`config.mk`:
```
export PLATFORM = sky130hd
export DESIGN_NAME = ipv6_receive_header_filter_flat
export DESIGN_NICKNAME = d
export VERILOG_FILES = /design/src/hdl/ipv6rx_pkg.sv /design/src/hdl/ipv6rx_hdr_if.sv /design/src/hdl/ipv6rx_res_if.sv /design/src/hdl/ipv6_receive_header_filter.sv /design/src/flat_wrapper.sv
export SDC_FILE = /design/constraint.sdc
export NUM_CORES = 1
export LEC_CHECK = 0
export ABC_AREA = 1
export BUFFER_PORTS_ARGS = -buffer_cell sky130_fd_sc_hd__buf_2
export CORE_MARGIN = 5
export CORE_UTILIZATION = 55
export DETAILED_ROUTE_END_ITERATION = 6
export HOLD_SLACK_MARGIN = 0.06
export PLACE_DENSITY_LB_ADDON = 0.12
export SYNTH_ARGS = -nofsm -noshare
export SYNTH_HDL_FRONTEND = slang
export SYNTH_SLANG_ARGS = --single-unit
export TNS_END_PERCENT = 1
```
`constraint.sdc`:
```
create_clock -name clk -period 12.9 [get_ports clk]
set_input_delay 1.935 -clock clk [delete_from_list [all_inputs] [get_ports clk]]
set_output_delay 1.935 -clock clk [all_outputs]
set_load 0.005 [all_outputs]
```
`src/hdl/ipv6rx_pkg.sv`:
```
// ipv6rx_pkg: constants, verdict codes and protocol numbers for the IPv6
// receive header filter. No dependencies; used by the interfaces and the top level.
package ipv6rx_pkg;

	localparam int ADDR_ENTRIES     = 4;
	localparam int MIN_HEADER_BYTES = 40;
	localparam int ENTRY_W          = 2;
	localparam int LEN_W            = 16;
	localparam int ADDR_HALF_W      = 64;

	localparam logic [3:0] IP_VERSION_6 = 4'd6;

	localparam logic [7:0] NH_ICMPV6 = 8'd58;
	localparam logic [7:0] NH_UDP    = 8'd17;
	localparam logic [7:0] NH_TCP    = 8'd6;

	typedef enum logic {
		MODE_WRITE    = 1'b0,
		MODE_CLASSIFY = 1'b1
	} mode_t;

	typedef enum logic [3:0] {
		V_WRITE   = 4'd0,
		V_SHORT   = 4'd1,
		V_TRUNC   = 4'd2,
		V_NOTOURS = 4'd3,
		V_HOPEXP  = 4'd4,
		V_ICMP    = 4'd5,
		V_UDP     = 4'd6,
		V_TCP     = 4'd7,
		V_UNKNOWN = 4'd8
	} verdict_t;

endpackage

```
`src/hdl/ipv6rx_hdr_if.sv`:
```
// ipv6rx_hdr_if: valid/ready channel carrying one header or table-write item.
// Depends on ipv6rx_pkg for field widths.
interface ipv6rx_hdr_if;
	import ipv6rx_pkg::*;

	logic                   valid;
	logic                   ready;
	logic                   mode;
	logic [ENTRY_W-1:0]     entry_index;
	logic                   entry_valid;
	logic [ADDR_HALF_W-1:0] address_high;
	logic [ADDR_HALF_W-1:0] address_low;
	logic [LEN_W-1:0]       frame_length;
	logic [3:0]             version;
	logic [LEN_W-1:0]       payload_length;
	logic [7:0]             next_proto;
	logic [7:0]             hop_limit;

	modport source (
		output valid, mode, entry_index, entry_valid, address_high, address_low,
		       frame_length, version, payload_length, next_proto, hop_limit,
		input  ready
	);

	modport sink (
		input  valid, mode, entry_index, entry_valid, address_high, address_low,
		       frame_length, version, payload_length, next_proto, hop_limit,
		output ready
	);

endinterface

```
`src/hdl/ipv6rx_res_if.sv`:
```
// ipv6rx_res_if: valid/ready channel carrying one classification result.
// Depends on ipv6rx_pkg for field widths.
interface ipv6rx_res_if;
	import ipv6rx_pkg::*;

	logic               valid;
	logic               ready;
	logic [3:0]         verdict;
	logic [ENTRY_W-1:0] matched_entry;
	logic [LEN_W-1:0]   upper_length;

	modport source (
		output valid, verdict, matched_entry, upper_length,
		input  ready
	);

	modport sink (
		input  valid, verdict, matched_entry, upper_length,
		output ready
	);

endinterface

```
`src/hdl/ipv6_receive_header_filter.sv`:
```
// IPv6 receive header filter: each input transaction passes through the input register,
// then is classified into the result register.
// Throughput one transaction per cycle while result back-pressure does not stall; the address table
// compare is fully parallel over all entries, and a table write is seen by the very next item.
// Reset (arst_n low, asynchronous) clears all pipeline valids and the table
// valid bits; stored addresses are left as they are.
module ipv6_receive_header_filter (
	input  logic                clk,
	input  logic                arst_n,
	ipv6rx_hdr_if.sink          hdr,
	ipv6rx_res_if.source        result
);
	import ipv6rx_pkg::*;

	// input register
	logic                   valid_s1;
	logic                   mode_s1;
	logic [ENTRY_W-1:0]     entry_index_s1;
	logic                   entry_valid_s1;
	logic [ADDR_HALF_W-1:0] addr_hi_s1;
	logic [ADDR_HALF_W-1:0] addr_lo_s1;
	logic [LEN_W-1:0]       frame_len_s1;
	logic [3:0]             version_s1;
	logic [LEN_W-1:0]       payload_s1;
	logic [7:0]             next_proto_s1;
	logic [7:0]             hop_limit_s1;

	// address table
	logic [ADDR_HALF_W-1:0] tbl_hi_q  [ADDR_ENTRIES];
	logic [ADDR_HALF_W-1:0] tbl_lo_q  [ADDR_ENTRIES];
	logic [ADDR_ENTRIES-1:0] tbl_vld_q;

	// result register
	logic               res_valid_q;
	verdict_t           verdict_q;
	logic [ENTRY_W-1:0] match_q;
	logic [LEN_W-1:0]   upper_len_q;

	logic               advance;
	logic               take_in;
	logic [ADDR_ENTRIES-1:0] hit;
	logic               found;
	logic [ENTRY_W-1:0] match_idx;
	logic [LEN_W:0]     need_len;
	verdict_t           verdict_d;
	logic [ENTRY_W-1:0] match_d;
	logic [LEN_W-1:0]   upper_len_d;

	assign advance   = !res_valid_q || result.ready;
	assign hdr.ready = !valid_s1 || advance;
	assign take_in   = hdr.valid && hdr.ready;

	always_ff @(posedge clk or negedge arst_n) begin
		if (!arst_n) begin
			valid_s1 <= 1'b0;
		end else if (hdr.ready) begin
			valid_s1 <= hdr.valid;
		end
	end

	always_ff @(posedge clk) begin
		if (take_in) begin
			mode_s1        <= hdr.mode;
			entry_index_s1 <= hdr.entry_index;
			entry_valid_s1 <= hdr.entry_valid;
			addr_hi_s1     <= hdr.address_high;
			addr_lo_s1     <= hdr.address_low;
			frame_len_s1   <= hdr.frame_length;
			version_s1     <= hdr.version;
			payload_s1     <= hdr.payload_length;
			next_proto_s1  <= hdr.next_proto;
			hop_limit_s1   <= hdr.hop_limit;
		end
	end

	// parallel compare; lowest valid hit wins
	always_comb begin
		found     = 1'b0;
		match_idx = '0;
		for (int i = 0; i < ADDR_ENTRIES; i++) begin
			hit[i] = tbl_vld_q[i] && (tbl_hi_q[i] == addr_hi_s1) && (tbl_lo_q[i] == addr_lo_s1);
		end
		for (int i = ADDR_ENTRIES - 1; i >= 0; i--) begin
			if (hit[i]) begin
				found     = 1'b1;
				match_idx = ENTRY_W'(i);
			end
		end
	end

	// sum kept one bit wider so a large payload never wraps
	assign need_len = {1'b0, payload_s1} + (LEN_W+1)'(MIN_HEADER_BYTES);

	always_comb begin
		verdict_d   = V_WRITE;
		match_d     = '0;
		upper_len_d = '0;
		if (mode_s1 == MODE_CLASSIFY) begin
			if (frame_len_s1 < LEN_W'(MIN_HEADER_BYTES) || version_s1 != IP_VERSION_6) begin
				verdict_d = V_SHORT;
			end else if ({1'b0, frame_len_s1} < need_len) begin
				verdict_d = V_TRUNC;
			end else if (!found) begin
				verdict_d = V_NOTOURS;
			end else begin
				match_d = match_idx;
				if (hop_limit_s1 == 8'd0) begin
					verdict_d = V_HOPEXP;
				end else begin
					case (next_proto_s1)
						NH_ICMPV6: begin
							verdict_d   = V_ICMP;
							upper_len_d = payload_s1;
						end
						NH_UDP: begin
							verdict_d   = V_UDP;
							upper_len_d = payload_s1;
						end
						NH_TCP: begin
							verdict_d   = V_TCP;
							upper_len_d = payload_s1;
						end
						default: begin
							verdict_d = V_UNKNOWN;
						end
					endcase
				end
			end
		end
	end

	// table write happens as the write transaction leaves the input register
	always_ff @(posedge clk or negedge arst_n) begin
		if (!arst_n) begin
			tbl_vld_q <= '0;
		end else if (valid_s1 && advance && mode_s1 == MODE_WRITE) begin
			for (int i = 0; i < ADDR_ENTRIES; i++) begin
				if (32'(entry_index_s1) == i) begin
					tbl_vld_q[i] <= entry_valid_s1;
				end
			end
		end
	end

	always_ff @(posedge clk) begin
		if (valid_s1 && advance && mode_s1 == MODE_WRITE) begin
			for (int i = 0; i < ADDR_ENTRIES; i++) begin
				if (32'(entry_index_s1) == i) begin
					tbl_hi_q[i] <= addr_hi_s1;
					tbl_lo_q[i] <= addr_lo_s1;
				end
			end
		end
	end

	always_ff @(posedge clk or negedge arst_n) begin
		if (!arst_n) begin
			res_valid_q <= 1'b0;
		end else if (advance) begin
			res_valid_q <= valid_s1;
		end
	end

	always_ff @(posedge clk) begin
		if (advance && valid_s1) begin
			verdict_q   <= verdict_d;
			match_q     <= match_d;
			upper_len_q <= upper_len_d;
		end
	end

	assign result.valid         = res_valid_q;
	assign result.verdict       = verdict_q;
	assign result.matched_entry = match_q;
	assign result.upper_length  = upper_len_q;

endmodule

```
`src/flat_wrapper.sv`:
```
// flat-port wrapper written by rule: the top's interface ports become plain ports
module ipv6_receive_header_filter_flat import ipv6rx_pkg::*;
  (clk, arst_n, hdr_valid, hdr_mode, hdr_entry_index, hdr_entry_valid, hdr_address_high, hdr_address_low, hdr_frame_length, hdr_version, hdr_payload_length, hdr_next_proto, hdr_hop_limit, hdr_ready, result_valid, result_verdict, result_matched_entry, result_upper_length, result_ready);
  ipv6rx_hdr_if hdr_i ();
  ipv6rx_res_if result_i ();
  input  logic clk;
  input  logic arst_n;
  input wire logic [$bits(hdr_i.valid)-1:0] hdr_valid;
  input wire logic [$bits(hdr_i.mode)-1:0] hdr_mode;
  input wire logic [$bits(hdr_i.entry_index)-1:0] hdr_entry_index;
  input wire logic [$bits(hdr_i.entry_valid)-1:0] hdr_entry_valid;
  input wire logic [$bits(hdr_i.address_high)-1:0] hdr_address_high;
  input wire logic [$bits(hdr_i.address_low)-1:0] hdr_address_low;
  input wire logic [$bits(hdr_i.frame_length)-1:0] hdr_frame_length;
  input wire logic [$bits(hdr_i.version)-1:0] hdr_version;
  input wire logic [$bits(hdr_i.payload_length)-1:0] hdr_payload_length;
  input wire logic [$bits(hdr_i.next_proto)-1:0] hdr_next_proto;
  input wire logic [$bits(hdr_i.hop_limit)-1:0] hdr_hop_limit;
  output wire logic [$bits(hdr_i.ready)-1:0] hdr_ready;
  output wire logic [$bits(result_i.valid)-1:0] result_valid;
  output wire logic [$bits(result_i.verdict)-1:0] result_verdict;
  output wire logic [$bits(result_i.matched_entry)-1:0] result_matched_entry;
  output wire logic [$bits(result_i.upper_length)-1:0] result_upper_length;
  input wire logic [$bits(result_i.ready)-1:0] result_ready;
  assign hdr_i.valid = hdr_valid;
  assign hdr_i.mode = hdr_mode;
  assign hdr_i.entry_index = hdr_entry_index;
  assign hdr_i.entry_valid = hdr_entry_valid;
  assign hdr_i.address_high = hdr_address_high;
  assign hdr_i.address_low = hdr_address_low;
  assign hdr_i.frame_length = hdr_frame_length;
  assign hdr_i.version = hdr_version;
  assign hdr_i.payload_length = hdr_payload_length;
  assign hdr_i.next_proto = hdr_next_proto;
  assign hdr_i.hop_limit = hdr_hop_limit;
  assign hdr_ready = hdr_i.ready;
  assign result_valid = result_i.valid;
  assign result_verdict = result_i.verdict;
  assign result_matched_entry = result_i.matched_entry;
  assign result_upper_length = result_i.upper_length;
  assign result_i.ready = result_ready;
  ipv6_receive_header_filter u_core (.clk(clk), .arst_n(arst_n), .hdr(hdr_i), .result(result_i));
endmodule
```
== Word-level counts from Yosys, hierarchy flattened ==
Memory sizes are Yosys's and may differ from the RTL's.
Index checks and enable logic that the tools add are counted.

* $add $sub $neg: 1
* $lt $le $gt $ge: 2
* Equal/unequal tests: 15
* Multiplexer cells: 42
* Bitwise logic cells: 3
* Reductions and logical operators: 35

{| class="wikitable"
|+ Operators with widths
! operator !! count
|-
| 64-bit == test || 8
|-
| 64-bit two-way mux || 6
|-
| 64-bit OR reduction || 6
|-
| 1-bit two-way mux || 24
|-
| 2-bit two-way mux || 10
|-
| 16-bit by 6-bit adder with 17-bit output, second input constant || 1
|-
| 16-bit by 17-bit less-than comparator with 1-bit output || 1
|-
| 16-bit by 6-bit less-than comparator with 1-bit output, second input constant || 1
|-
| 4-bit one-hot mux with 3 select lines || 1
|-
| 6-bit OR reduction || 2
|-
| 1-bit logical AND || 11
|-
| 5-bit OR reduction || 2
|-
| 8-bit by 3-bit == test with 1-bit output, second input constant || 1
|-
| 8-bit by 5-bit == test with 1-bit output, second input constant || 1
|-
| 8-bit by 6-bit == test with 1-bit output, second input constant || 1
|-
| 8-bit zero test || 1
|-
| 2-bit AND reduction || 4
|-
| 2-bit == test, second input constant || 2
|-
| 4-bit by 3-bit inequality test with 1-bit output, second input constant || 1
|-
| 4-bit OR reduction || 1
|-
| 1-bit logical OR || 3
|-
| 3-bit two-way mux || 1
|-
| 1-bit inverter || 3
|-
| 3-bit OR reduction || 1
|-
| 4 further kinds || 5
|}

* Flip-flop bits (word level): 212
* RAM bits: 512
* Input port bits: 188
* Memories: 2

{| class="wikitable"
|+ Memories
! memory !! words !! bits a word !! read ports !! clocked after memory_dff !! wr ports !! line !! RTL
|-
| u_core.tbl_hi_q || 4 || 64 || 4 || 0 || 1 || ipv6_receive_header_filter.sv:29 || <nowiki>logic [ADDR_HALF_W-1:0] tbl_hi_q [ADDR_ENTRIES];</nowiki>
|-
| u_core.tbl_lo_q || 4 || 64 || 4 || 0 || 1 || ipv6_receive_header_filter.sv:30 || <nowiki>logic [ADDR_HALF_W-1:0] tbl_lo_q [ADDR_ENTRIES];</nowiki>
|}

== Longest topological paths before layout ==
Gate-level depths: netlist of run 1.
An unclocked memory read counts as a cell.

* Depth after elaboration: 11
* Mapped depth: 16
* Mapped depth without buffers: 16

== Worst setup path before layout of run 1 ==
No wires, ideal clock.

* Kind: input to register
* Start: input result_ready
* End: register u_core.tbl_vld_q[1]
* Library setup time: 0.522 ns
* Arrival time: 12.517 ns
* Required time: 12.378 ns
* Path slack: -0.140 ns
* Stages: 5
* Path through: inv_1 > a21oi_1 > nand2_1 > nor3_1 > o21ai_0

* Longest elaborated chain between the ends: 4

{| class="wikitable"
|+ RTL lines
! what !! line !! RTL
|-
| start: declaration || flat_wrapper.sv:24 || <nowiki>input wire logic [$bits(result_i.ready)-1:0] result_ready;</nowiki>
|-
| 1-bit logical OR || ipv6_receive_header_filter.sv:49 || <nowiki>assign advance = !res_valid_q || result.ready;</nowiki>
|-
| 1-bit logical AND (2 in series) || ipv6_receive_header_filter.sv:136 || <nowiki>end else if (valid_s1 && advance && mode_s1 == MODE_WRITE) begin</nowiki>
|-
| 2-bit AND reduction (no line) || n/a ||
|-
| end signal: indexed assignment || ipv6_receive_header_filter.sv:139 || <nowiki>tbl_vld_q[i] <= entry_valid_s1;</nowiki>
|-
| end: declaration || ipv6_receive_header_filter.sv:31 || <nowiki>logic [ADDR_ENTRIES-1:0] tbl_vld_q;</nowiki>
|}

No other way between the ends.
A chain may end at the register's enable or synchronous reset.

== Worst setup path in the final report of run 1 ==
* Start: input result_ready
* End: memory u_core.tbl_lo_q[2][63] (enable)

* Longest elaborated chain between the ends: 9
* Elaborated cells between the ends (all ways): 20
* Classes of those cells: mux: 14; reduce/logical: 6

{| class="wikitable"
|+ RTL lines
! what !! line !! RTL
|-
| 1-bit logical OR (*) || ipv6_receive_header_filter.sv:49 ||
|-
| 1-bit logical AND (*) (2 in series) || ipv6_receive_header_filter.sv:146 || <nowiki>if (valid_s1 && advance && mode_s1 == MODE_WRITE) begin</nowiki>
|-
| 1-bit two-way mux || ipv6_receive_header_filter.sv:146 ||
|-
| 1-bit two-way mux (implied by the code) || ipv6_receive_header_filter.sv:150 || <nowiki>tbl_lo_q[i] <= addr_lo_s1;</nowiki>
|-
| 64-bit OR reduction (no line) || n/a ||
|-
| 2-bit two-way mux (no line) / 1-bit two-way mux (equally long branches) (3 in series) || n/a ||
|-
| end: declaration || ipv6_receive_header_filter.sv:30 ||
|}

Every way passes the cells marked *; elsewhere a longest branch is shown, timed or not.

==> results of run 1 <==
registers in the layout, indices dropped and copies added (netlist names), 16 cells and up:
register and cells:
u_core.tbl_hi_q 256, u_core.tbl_lo_q 256, u_core.addr_hi_s1 64, u_core.addr_lo_s1 64, u_core.frame_len_s1 16, u_core.payload_s1 16
u_core.result.upper_length 16
stage by stage:
step / hold WS [ns] / cells / power [W]
after global placement: 0.4812 / 3627 / 0.003229
after detailed placement: 0.4939 / 3627 / 0.003239
after floorplan: 0.4471 / 2656 / 0.003040
after CTS: 0.5062 / 3763 / 0.005408
final: 0.5061 / 3763 / 0.005390
after global routing: 0.5449 / 3763 / 0.005555
cell usage after synthesis (2+ instances only):
cell / n / share of area
ha_1: 16 / 0.0066
a21oi_1: 13 / 0.0021
nor3_1: 26 / 0.0043
nand2_1: 734 / 0.090
nor4_1: 6 / 0.0012
o22ai_1: 18 / 0.0037
nor2_2: 7 / 0.0014
nor2_4: 10 / 0.0037
nor2_1: 296 / 0.036
xor2_1: 78 / 0.022
edfxtp_1: 718 / 0.71
nand3_1: 29 / 0.0048
inv_2: 102 / 0.013
buf_2: 2 / 0.00033
inv_1: 241 / 0.030
or2_2: 9 / 0.0018
o21ai_1: 84 / 0.014
xnor2_1: 65 / 0.019
nand4_1: 22 / 0.0045
dfrtp_1: 6 / 0.0049
o21ai_0: 159 / 0.026
logic make-up after synthesis:
| group | synth area share |
|---|---|
| compound gates | 0.04810 |
| xor+xnor | 0.04101 |
| fa+ha+maj | 0.006555 |
| buf+inv | 0.04314 |
| flops | 0.7109 |
| simple gates | 0.1502 |
worst register-to-register path, delay by kind of cell (launching register included):
family | cells | cell delay (ns)
flip-flops | 1 | 0.41
AO/OA/AOI/OAI | 1 | 0.14
buffers and inverters | 3 | 2.12
AND/OR/NAND/NOR | 2 | 0.36
metal layers:
layer	track usage	up-vias	wire length, um
li1	-	9513	-
met1	0.4342	10017	38760
met2	0.5084	966	45330
met3	0.05109	176	7533
met4	0.1342	4	4859
met5	0	-	23
area by class of cell:
type,count,area (sq um),area share
clock buffers,96,2019,0.05752
clock inverters,40,431.7,0.01230
inverters,343,1295,0.03689
multi-input cells,1586,7533,0.2146
flip-flops and latches,724,21710,0.6184
well taps,748,935.9,0.02666
repair buffers,226,1181,0.03364
path summary, 6_finish.rpt:
check,start,to,slack [ns],cells after the start
max,result_ready,u_core.tbl_lo_q[2][63],8.42,8
min,u_core.valid_s1,u_core.result.valid,0.51,2
max reg2reg,u_core.result.valid,u_core.tbl_lo_q[2][63],9.42,6
min reg2reg,u_core.valid_s1,u_core.result.valid,0.51,2
max in group asynchronous,arst_n,u_core.tbl_vld_q[3],11.63,1
min in group asynchronous,arst_n,u_core.valid_s1,1.12,1
where the power goes:
part | switching, W | internal [W] | leakage, nW
registers | 0.000125 | 0.00271 | 6.70
logic | 0.000249 | 0.000112 | 5.90
clock network | 0.000933 | 0.00126 | 1.19
total | 0.00131 | 0.00408 | 13.8
==> impl_metrics.yaml, run 1 <==
route:
  wl_mm: 96.51
  drc: 0
  first_iter_violations: 2423
  wl_per_cell_um: 25.65
  vias: 20676
  ant_nets: 0
  viasPerCell: 5.495
  first_pass_iters: 6
place:
  dpl.hpwl_mm: 72.12
  gp_congestion: 0.9583
  dpl_worst_slack_ns: 7.765
  portBuffers: 211
  place_area_sq_mm: 0.03266
die:
  rows: 86
  die_w_um: 245.6
  die_h_um: 245.6
  coreArea_sq_mm: 0.05509
  die-area_sq_mm: 0.06034
  ios: 212
  start_util: 0.5543
power:
  p_leak_nw: 13.78
  p_per_area_mw_per_mm2: 153.5
  irDropWorstVdd_v: 0.0001477
setup_path:
  path_delay_family: "buffers and inverters"
  worstSetupPathType: "primary input to register"
  crit_path_frequent_cell: "buf_4"
  path_cells: "buf_2 > inv_1 > a21oi_2 > buf_4 > nand2_1 > nor3_2 > buf_4 > buf_4"
  endpoint_kind: "register"
  cp.required_ns: 13.14
  crit_fanout: 75
  max_stage_delay_ns: 0.87
  crit_buf_inv: 5
  startpoint_type: "primary input"
  cp_slowest_cell: "buf_4"
  arrival_ns: 4.72
finish:
  antenna_cells: 0
  nFillCells: 4450
  layout-drive-gt1-share: 0.1552
  area_growth_pct: 14.96
  layout_commonest_cell: "nand2_1"
  layout_common_cells: "734 x nand2_1, 718 x edfxtp_1, 296 x nor2_1, 240 x inv_1, 211 x buf_2"
  fin_area_sq_mm: 0.03511
  fin_util: 0.6372
  nets: 3162
sta:
  slew_viol_final: 0
  setup_ws_ns: 8.417
  min_period_ns: 4.483
  skew_ns: 0.02663
  slew_headroom: 0.2366
  hold_viol: 0
  fmax_mhz: 223.1
  setup_violations: 0
  min_period_over_period: 0.3475
  rsz0062_at_grt: "no"
  tightest_slew_ns: 1.145
  fin_tns_setup_ns: 0
grt:
  grt_usage: 0.3162
  grt_pass1_vias: 19934
  grt_overflow: 0
  grt_pass1_wl_mm: 135.6
  grt_max_degree: 131
  antenna_found_initial: 2
clock_tree:
  postCtsSetupBuffers: 0
  cts_sinks: 724
  hold_buffers: 0
  cts_tree: "done"
  cts_max_level: 3
  cts_root_buf: "clkbuf_16"
  ctsResizeCount: 0
  clk_pin_slew_ns: 0.06
  cts_max_path_buffers: 3
  clk_latency_ns: 0.64
  tritoncts.num_buffers: 77
run_status:
  status: "finished, final reports clean"
job:
  cap_violations: 0
yosys:
  syn_inst: 2656
  synth_ff_type: "edfxtp_1"
  netlist_area_sq_mm: 0.03054
  syn_area_per_cell_sq_um: 11.50
  synth.distinct_cells: 36
  synth_edf_count: 718
  synthArstFlopShare: 0.008287
  synth-seq-area-share: 0.7109
  syn_nets: 2860
  synth_seq_cells: 724
  synth_warnings: 0
hold_path:
  hp-class: "register to register"
(Power assumes the default switching activity.)
==> run 2, diff against run 1 <==
clock period = 3.95 ns   (was 12.9 ns; I/O delays follow)
==> impl_metrics.yaml, run 2 (synthesis results as in run 1) <==
run_status:
  status: "finished, final reports clean"
route:
  viasPerCell: 5.515
  vias: 20956
  first_pass_iters: 6
  wl_mm: 101.0
  wl_per_cell_um: 26.57
  drc: 0
  first_iter_violations: 2825
  ant_nets: 0
finish:
  area_growth_pct: 16.49
  layout_commonest_cell: "nand2_1"
  layout-drive-gt1-share: 0.1675
  reg_top3: "u_core.tbl_hi_q: 256 flops, u_core.tbl_lo_q: 256 flops"
  nets: 3197
  layout_common_cells: "733 x nand2_1, 718 x edfxtp_1, 296 x nor2_1, 239 x inv_1, 211 x buf_2"
sta:
  tightest_slew_ns: 0.9198
  min_period_ns: 3.355
  hold_viol: 0
  min_period_over_period: 0.8493
  rsz0062_at_grt: "no"
  fmax_mhz: 298.1
  hold_ws_ns: 0.1250
  fin_tns_setup_ns: 0
  slew_viol_final: 0
  setup_ws_ns: 0.5952
  slew_headroom: 0.3868
  skew_ns: 0.02190
  setup_violations: 0
place:
  portBuffers: 211
  dpl.hpwl_mm: 76.78
  gp_congestion: 1.014
  dpl_worst_slack_ns: 0.5362
clock_tree:
  cts_root_buf: "clkbuf_16"
  clk_latency_ns: 0.64
  tritoncts.num_buffers: 76
  cts_max_level: 3
  cts_max_path_buffers: 3
  cts_sinks: 724
  clk_pin_slew_ns: 0.07
  cts_tree: "done"
grt:
  grt_overflow: 0
  grt_pass1_wl_mm: 140.4
  grt_usage: 0.3312
  grt_pass1_vias: 20222
  antenna_found_initial: 6
  grt_max_degree: 131
setup_path:
  max_stage_delay_ns: 0.63
  path_cells: "inv_1 > nand2_1 > nand2_1 > nor2_1 > nand2_1 > nor2_1 > nand2_1 > nor2_1 > nand3_1 > nor2_2 > nor2_1 > nand2_4 > nand4_4 > nor2_4"
  arrival_ns: 3.82
  worstSetupPathType: "register to register"
  crit_fanout: 16
  reg2reg_setup_slack_ns: 0.60
  startpoint_type: "register"
  endpoint_kind: "register"
  cp_slowest_cell: "edfxtp_1"
  cp.required_ns: 4.42
power:
  p_per_area_mw_per_mm2: 498.1
  irDropWorstVdd_v: 0.0004196
  p_leak_nw: 14.03
  fin_total_pwr_w: 0.01772
die:
  coreArea_sq_mm: 0.05509
  start_util: 0.5543
  die_w_um: 245.6
  ios: 212
  die_h_um: 245.6
  rows: 86
  die-area_sq_mm: 0.06034
job:
  cap_violations: 0
hold_path:
  hp-class: "primary input to register"
## run 2: cell types whose count changed in the layout (fill, tap and decap cells not counted), sizes merged
cell / delta
buf: +35
clkinv: +8
clkbuf: -5
inv: -2
clkinvlp: -1
diode: +1
dlygate4sd3: +1
## run 2: cell type report
cell class,instances,area (sq um)
well taps,748,935.9
repair buffers,262,1579
multi-input cells,1586,7574
inverters,343,1304
clock inverters,45,457.9
diodes,1,2.502
flip-flops and latches,724,21710
clock buffers,91,2009
fillers,4311,19520
## run 2: path summary, 6_finish.rpt
kind	start	endpoint	cells past startpoint
max	u_core.addr_lo_s1[57]	u_core.result.upper_length[14]	14
min	hdr_address_low[58]	u_core.addr_lo_s1[58]	1
max reg2reg	u_core.addr_lo_s1[57]	u_core.result.upper_length[14]	14
min reg2reg	u_core.addr_hi_s1[54]	u_core.tbl_hi_q[3][54]	0
max in group asynchronous	arst_n	u_core.tbl_vld_q[1]	2
min in group asynchronous	arst_n	u_core.tbl_vld_q[3]	2
## run 2: worst max-delay path: cells and delay by family, from the launching register on
kind	cells	cell delay [ns]
buf+inv	1	0.31
simple gates	13	2.25
flops	1	0.63
## run 2: metal layers
metal	vias up	global-route usage	part of all wire
met5	-	0	0.00012
met4	2	0.1218	0.044
met3	177	0.06576	0.088
met2	1064	0.5327	0.47
met1	10135	0.4549	0.40
li1	9578	-	-
## run 2: where the power goes
group	switching [W]	internal (W)	leakage, nW
clock	0.00307	0.00412	1.21
sequential	0.000352	0.00885	6.70
combinational	0.000916	0.000416	6.12
total	0.00434	0.0134	14.0
## run 2: stage by stage
step | cells | area (sq um) | utilization
5_1_grt | 3800 | 35570 | 0.6457
4_1_cts | 3799 | 35570 | 0.6456
3_3_place_gp | 3662 | 33090 | 0.6007
2_1_floorplan | 2656 | 30620 | -
3_5_place_dp | 3662 | 33090 | 0.6007
6_report | 3800 | 35570 | 0.6457
## run 2: timing repair
item	4_1_cts	5_1_grt
hold endpoints to repair	6	0
hold buffers	1	0
setup endpoints to repair	0	0
setup buffers	0	0
resized for setup	0	0
==> run 3, diff against run 2 <==
ABC_AREA = 0   (was 1)
CORE_UTILIZATION = 54   (was 55)
clock period = 2.8 ns   (was 3.95 ns; I/O delays follow)
==> impl_metrics.yaml, run 3 <==
sta:
  rsz0062_at_grt: "yes"
  setup_violations: 22
  setup_ws_ns: -0.5466
  slew_headroom: 0.3234
  hold_viol: 0
  min_period_over_period: 1.195
  skew_ns: 0.02642
  slew_viol_final: 0
  min_period_ns: 3.347
  tightest_slew_ns: 1.014
  fmax_mhz: 298.8
place:
  gp_congestion: 1.035
  dpl.hpwl_mm: 78.04
  portBuffers: 211
  dp.cells: 3140
  dpl_worst_slack_ns: -1.109
clock_tree:
  cts_tree: "done"
  clk_pin_slew_ns: 0.06
  cts_sinks: 724
  tritoncts.num_buffers: 76
  cts_max_path_buffers: 3
  clk_latency_ns: 0.63
  cts_max_level: 3
  cts_root_buf: "clkbuf_16"
grt:
  grt_max_degree: 76
  grt_pass1_wl_mm: 149.9
  grt_usage: 0.3578
  antenna_found_initial: 2
  grt_overflow: 0
  grt_pass1_vias: 20574
finish:
  final_cells: 3478
  reg_top3: "u_core.tbl_hi_q: 256 flops, u_core.tbl_lo_q: 256 flops"
  layout_commonest_cell: "edfxtp_1"
  multiInputGateArea_sq_mm: 0.007466
  nets: 2926
  layout-drive-gt1-share: 0.2985
  seq_area_sq_mm: 0.02171
  layout_common_cells: "718 x edfxtp_1, 434 x buf_4, 245 x xnor2_1, 211 x buf_2, 186 x dlygate4sd3_1"
  nFillCells: 3387
  area_growth_pct: 35.42
power:
  p_per_area_mw_per_mm2: 641.5
  p_int_w: 0.01945
  p_sw_w: 0.006022
  p_sw_frac: 0.2364
  irDropWorstVdd_v: 0.0006982
  seq_power_share: 0.498
  combPwrFrac: 0.099
  p_leak_nw: 14.52
  clockPowerShare: 0.403
die:
  start_util: 0.5448
  rows: 85
  coreArea_sq_mm: 0.05381
  die_w_um: 243.0
  die-area_sq_mm: 0.05906
  die_h_um: 243.0
  ios: 212
setup_path:
  worstSetupPathType: "register to register"
  reg2reg_setup_slack_ns: -0.55
  crit_end: "u_core.result.verdict[1]"
  cp.required_ns: 3.17
  r2r_cells: 11
  crit_fanout: 4
  startpoint: "u_core.addr_lo_s1[20]"
  startpoint_type: "register"
  endpoint_kind: "register"
  arrival_ns: 3.72
  reg2reg_from: "u_core.addr_lo_s1[20]"
  r2r_end: "u_core.result.verdict[1]"
route:
  viasPerCell: 5.879
  wl_per_cell_um: 30.93
  first_iter_violations: 2419
  wl_mm: 107.6
  vias: 20446
  drc: 0
  first_pass_iters: 7
  ant_nets: 0
yosys:
  synth_top_cell_area_share: 0.7354
  synth_warnings: 0
  synth_ff_type: "edfxtp_1"
  synthTopCellsByCount: "718 x edfxtp_1, 246 x xnor2_1, 168 x nand2b_1"
  syn_inst: 1793
  synth_seq_cells: 724
  yosys.area.top_type: "edfxtp_1"
  syn_nets: 1997
  synthMostInstantiatedCell: "edfxtp_1"
  netlist_area_sq_mm: 0.02932
  netlist_top_cells_area: "edfxtp_1 74%, xnor2_1 7.3%, nand2b_1 3.6%"
  synthArstFlopShare: 0.008287
  synth.distinct_cells: 49
  syn_area_per_cell_sq_um: 16.35
  synth-seq-area-share: 0.7405
  synth_edf_count: 718
run_status:
  violations: "setup timing"
  status: "finished, violations left"
hold_path:
  min_path_cells: 3
  hp-class: "primary input to register"
job:
  cap_violations: 0
[run 3: power groups by stage]
stage	registers, W	clock network (W)	logic [W]
5_1_grt	0.0127	0.0108	0.00262
4_1_cts	0.0127	0.0103	0.00243
3_5_place_dp	0.0129	0	0.00219
6_report	0.0127	0.0103	0.00252
3_3_place_gp	0.0129	0	0.00216
2_1_floorplan	0.0129	0	0.000728
[run 3: layout make-up]
cell class	instances	area share
flip-flops and latches	724	0.5468
repair buffers	862	0.1705
inverters	101	0.009548
multi-input cells	957	0.1880
well taps	696	0.02193
clock inverters	41	0.01204
diodes	1	0.00006302
clock buffers	96	0.05108
[run 3: how the worst min path moves through the flow]
stage / startpoint / end / slack, ns
global placement: arst_n / u_core.tbl_vld_q[2] / 0.25
floorplan: arst_n / u_core.result.valid / 0.12
global route: result_ready / u_core.result.valid / 0.12
CTS: result_ready / u_core.result.valid / 0.09
detailed placement: arst_n / u_core.tbl_vld_q[0] / 0.25
finish: result_ready / u_core.result.valid / 0.12
[run 3: critical path, stage by stage, from the launching register on]
cell       delay [ns]
edfxtp_1         0.38
buf_6            0.15
buf_4            0.13
nor2b_1          0.14
a2111o_1         0.41
nor4_4           0.48
nand4_1          0.34
nor4_4           0.39
a2111oi_4        0.13
buf_4            0.21
nor4_4           0.23
nor2_1           0.09
[run 3: timing repair]
action                                  4_1_cts  5_1_grt
hold endpoints to repair                    191        0
buffers inserted                              6        8
pin swaps                                     8       14
hold buffers                                186        0
endpoints found under the setup margin       22       22
gates resized for setup                      21       22
[run 3: cell families (layout without fill, tap and decap cells)]
logic type | count (synthesis) | in the layout | share of synthesized area
muxes | 4 | 4 | 0.001536
buffers and inverters | 112 | 1100 | 0.01459
adders and majority gates | 16 | 16 | 0.006828
AOI/OAI and AO/OA | 179 | 179 | 0.05023
and+or+nand+nor | 460 | 460 | 0.09730
xor gates and xnor gates | 298 | 298 | 0.08902
other | 0 | 1 | 0
DFF | 724 | 724 | 0.7405
[run 3: routing by layer]
| layer | global-route usage | vias up | share of wire |
|---|---|---|---|
| met5 | 0 | - | 0.00012 |
| met4 | 0.1277 | 2 | 0.044 |
| met3 | 0.06777 | 191 | 0.093 |
| met2 | 0.5777 | 1240 | 0.47 |
| met1 | 0.4942 | 10288 | 0.39 |
| li1 | - | 8725 | - |
[run 3: metrics by stage]
step                      hold slack [ns]  setup TNS, ns  utilization  instance area [sq um]  power (W)
final                              0.1225         -9.847       0.7378                  39710    0.02547
after global routing               0.1205         -10.24       0.7378                  39700    0.02611
after CTS                         0.08655         -10.42       0.7342                  39510    0.02538
after detailed placement           0.2535         -23.18       0.6503                  34990    0.01508
after global placement             0.2498         -22.50       0.6503                  34990    0.01504
after floorplan                    0.1244       -1119.62            -                  29370    0.01364
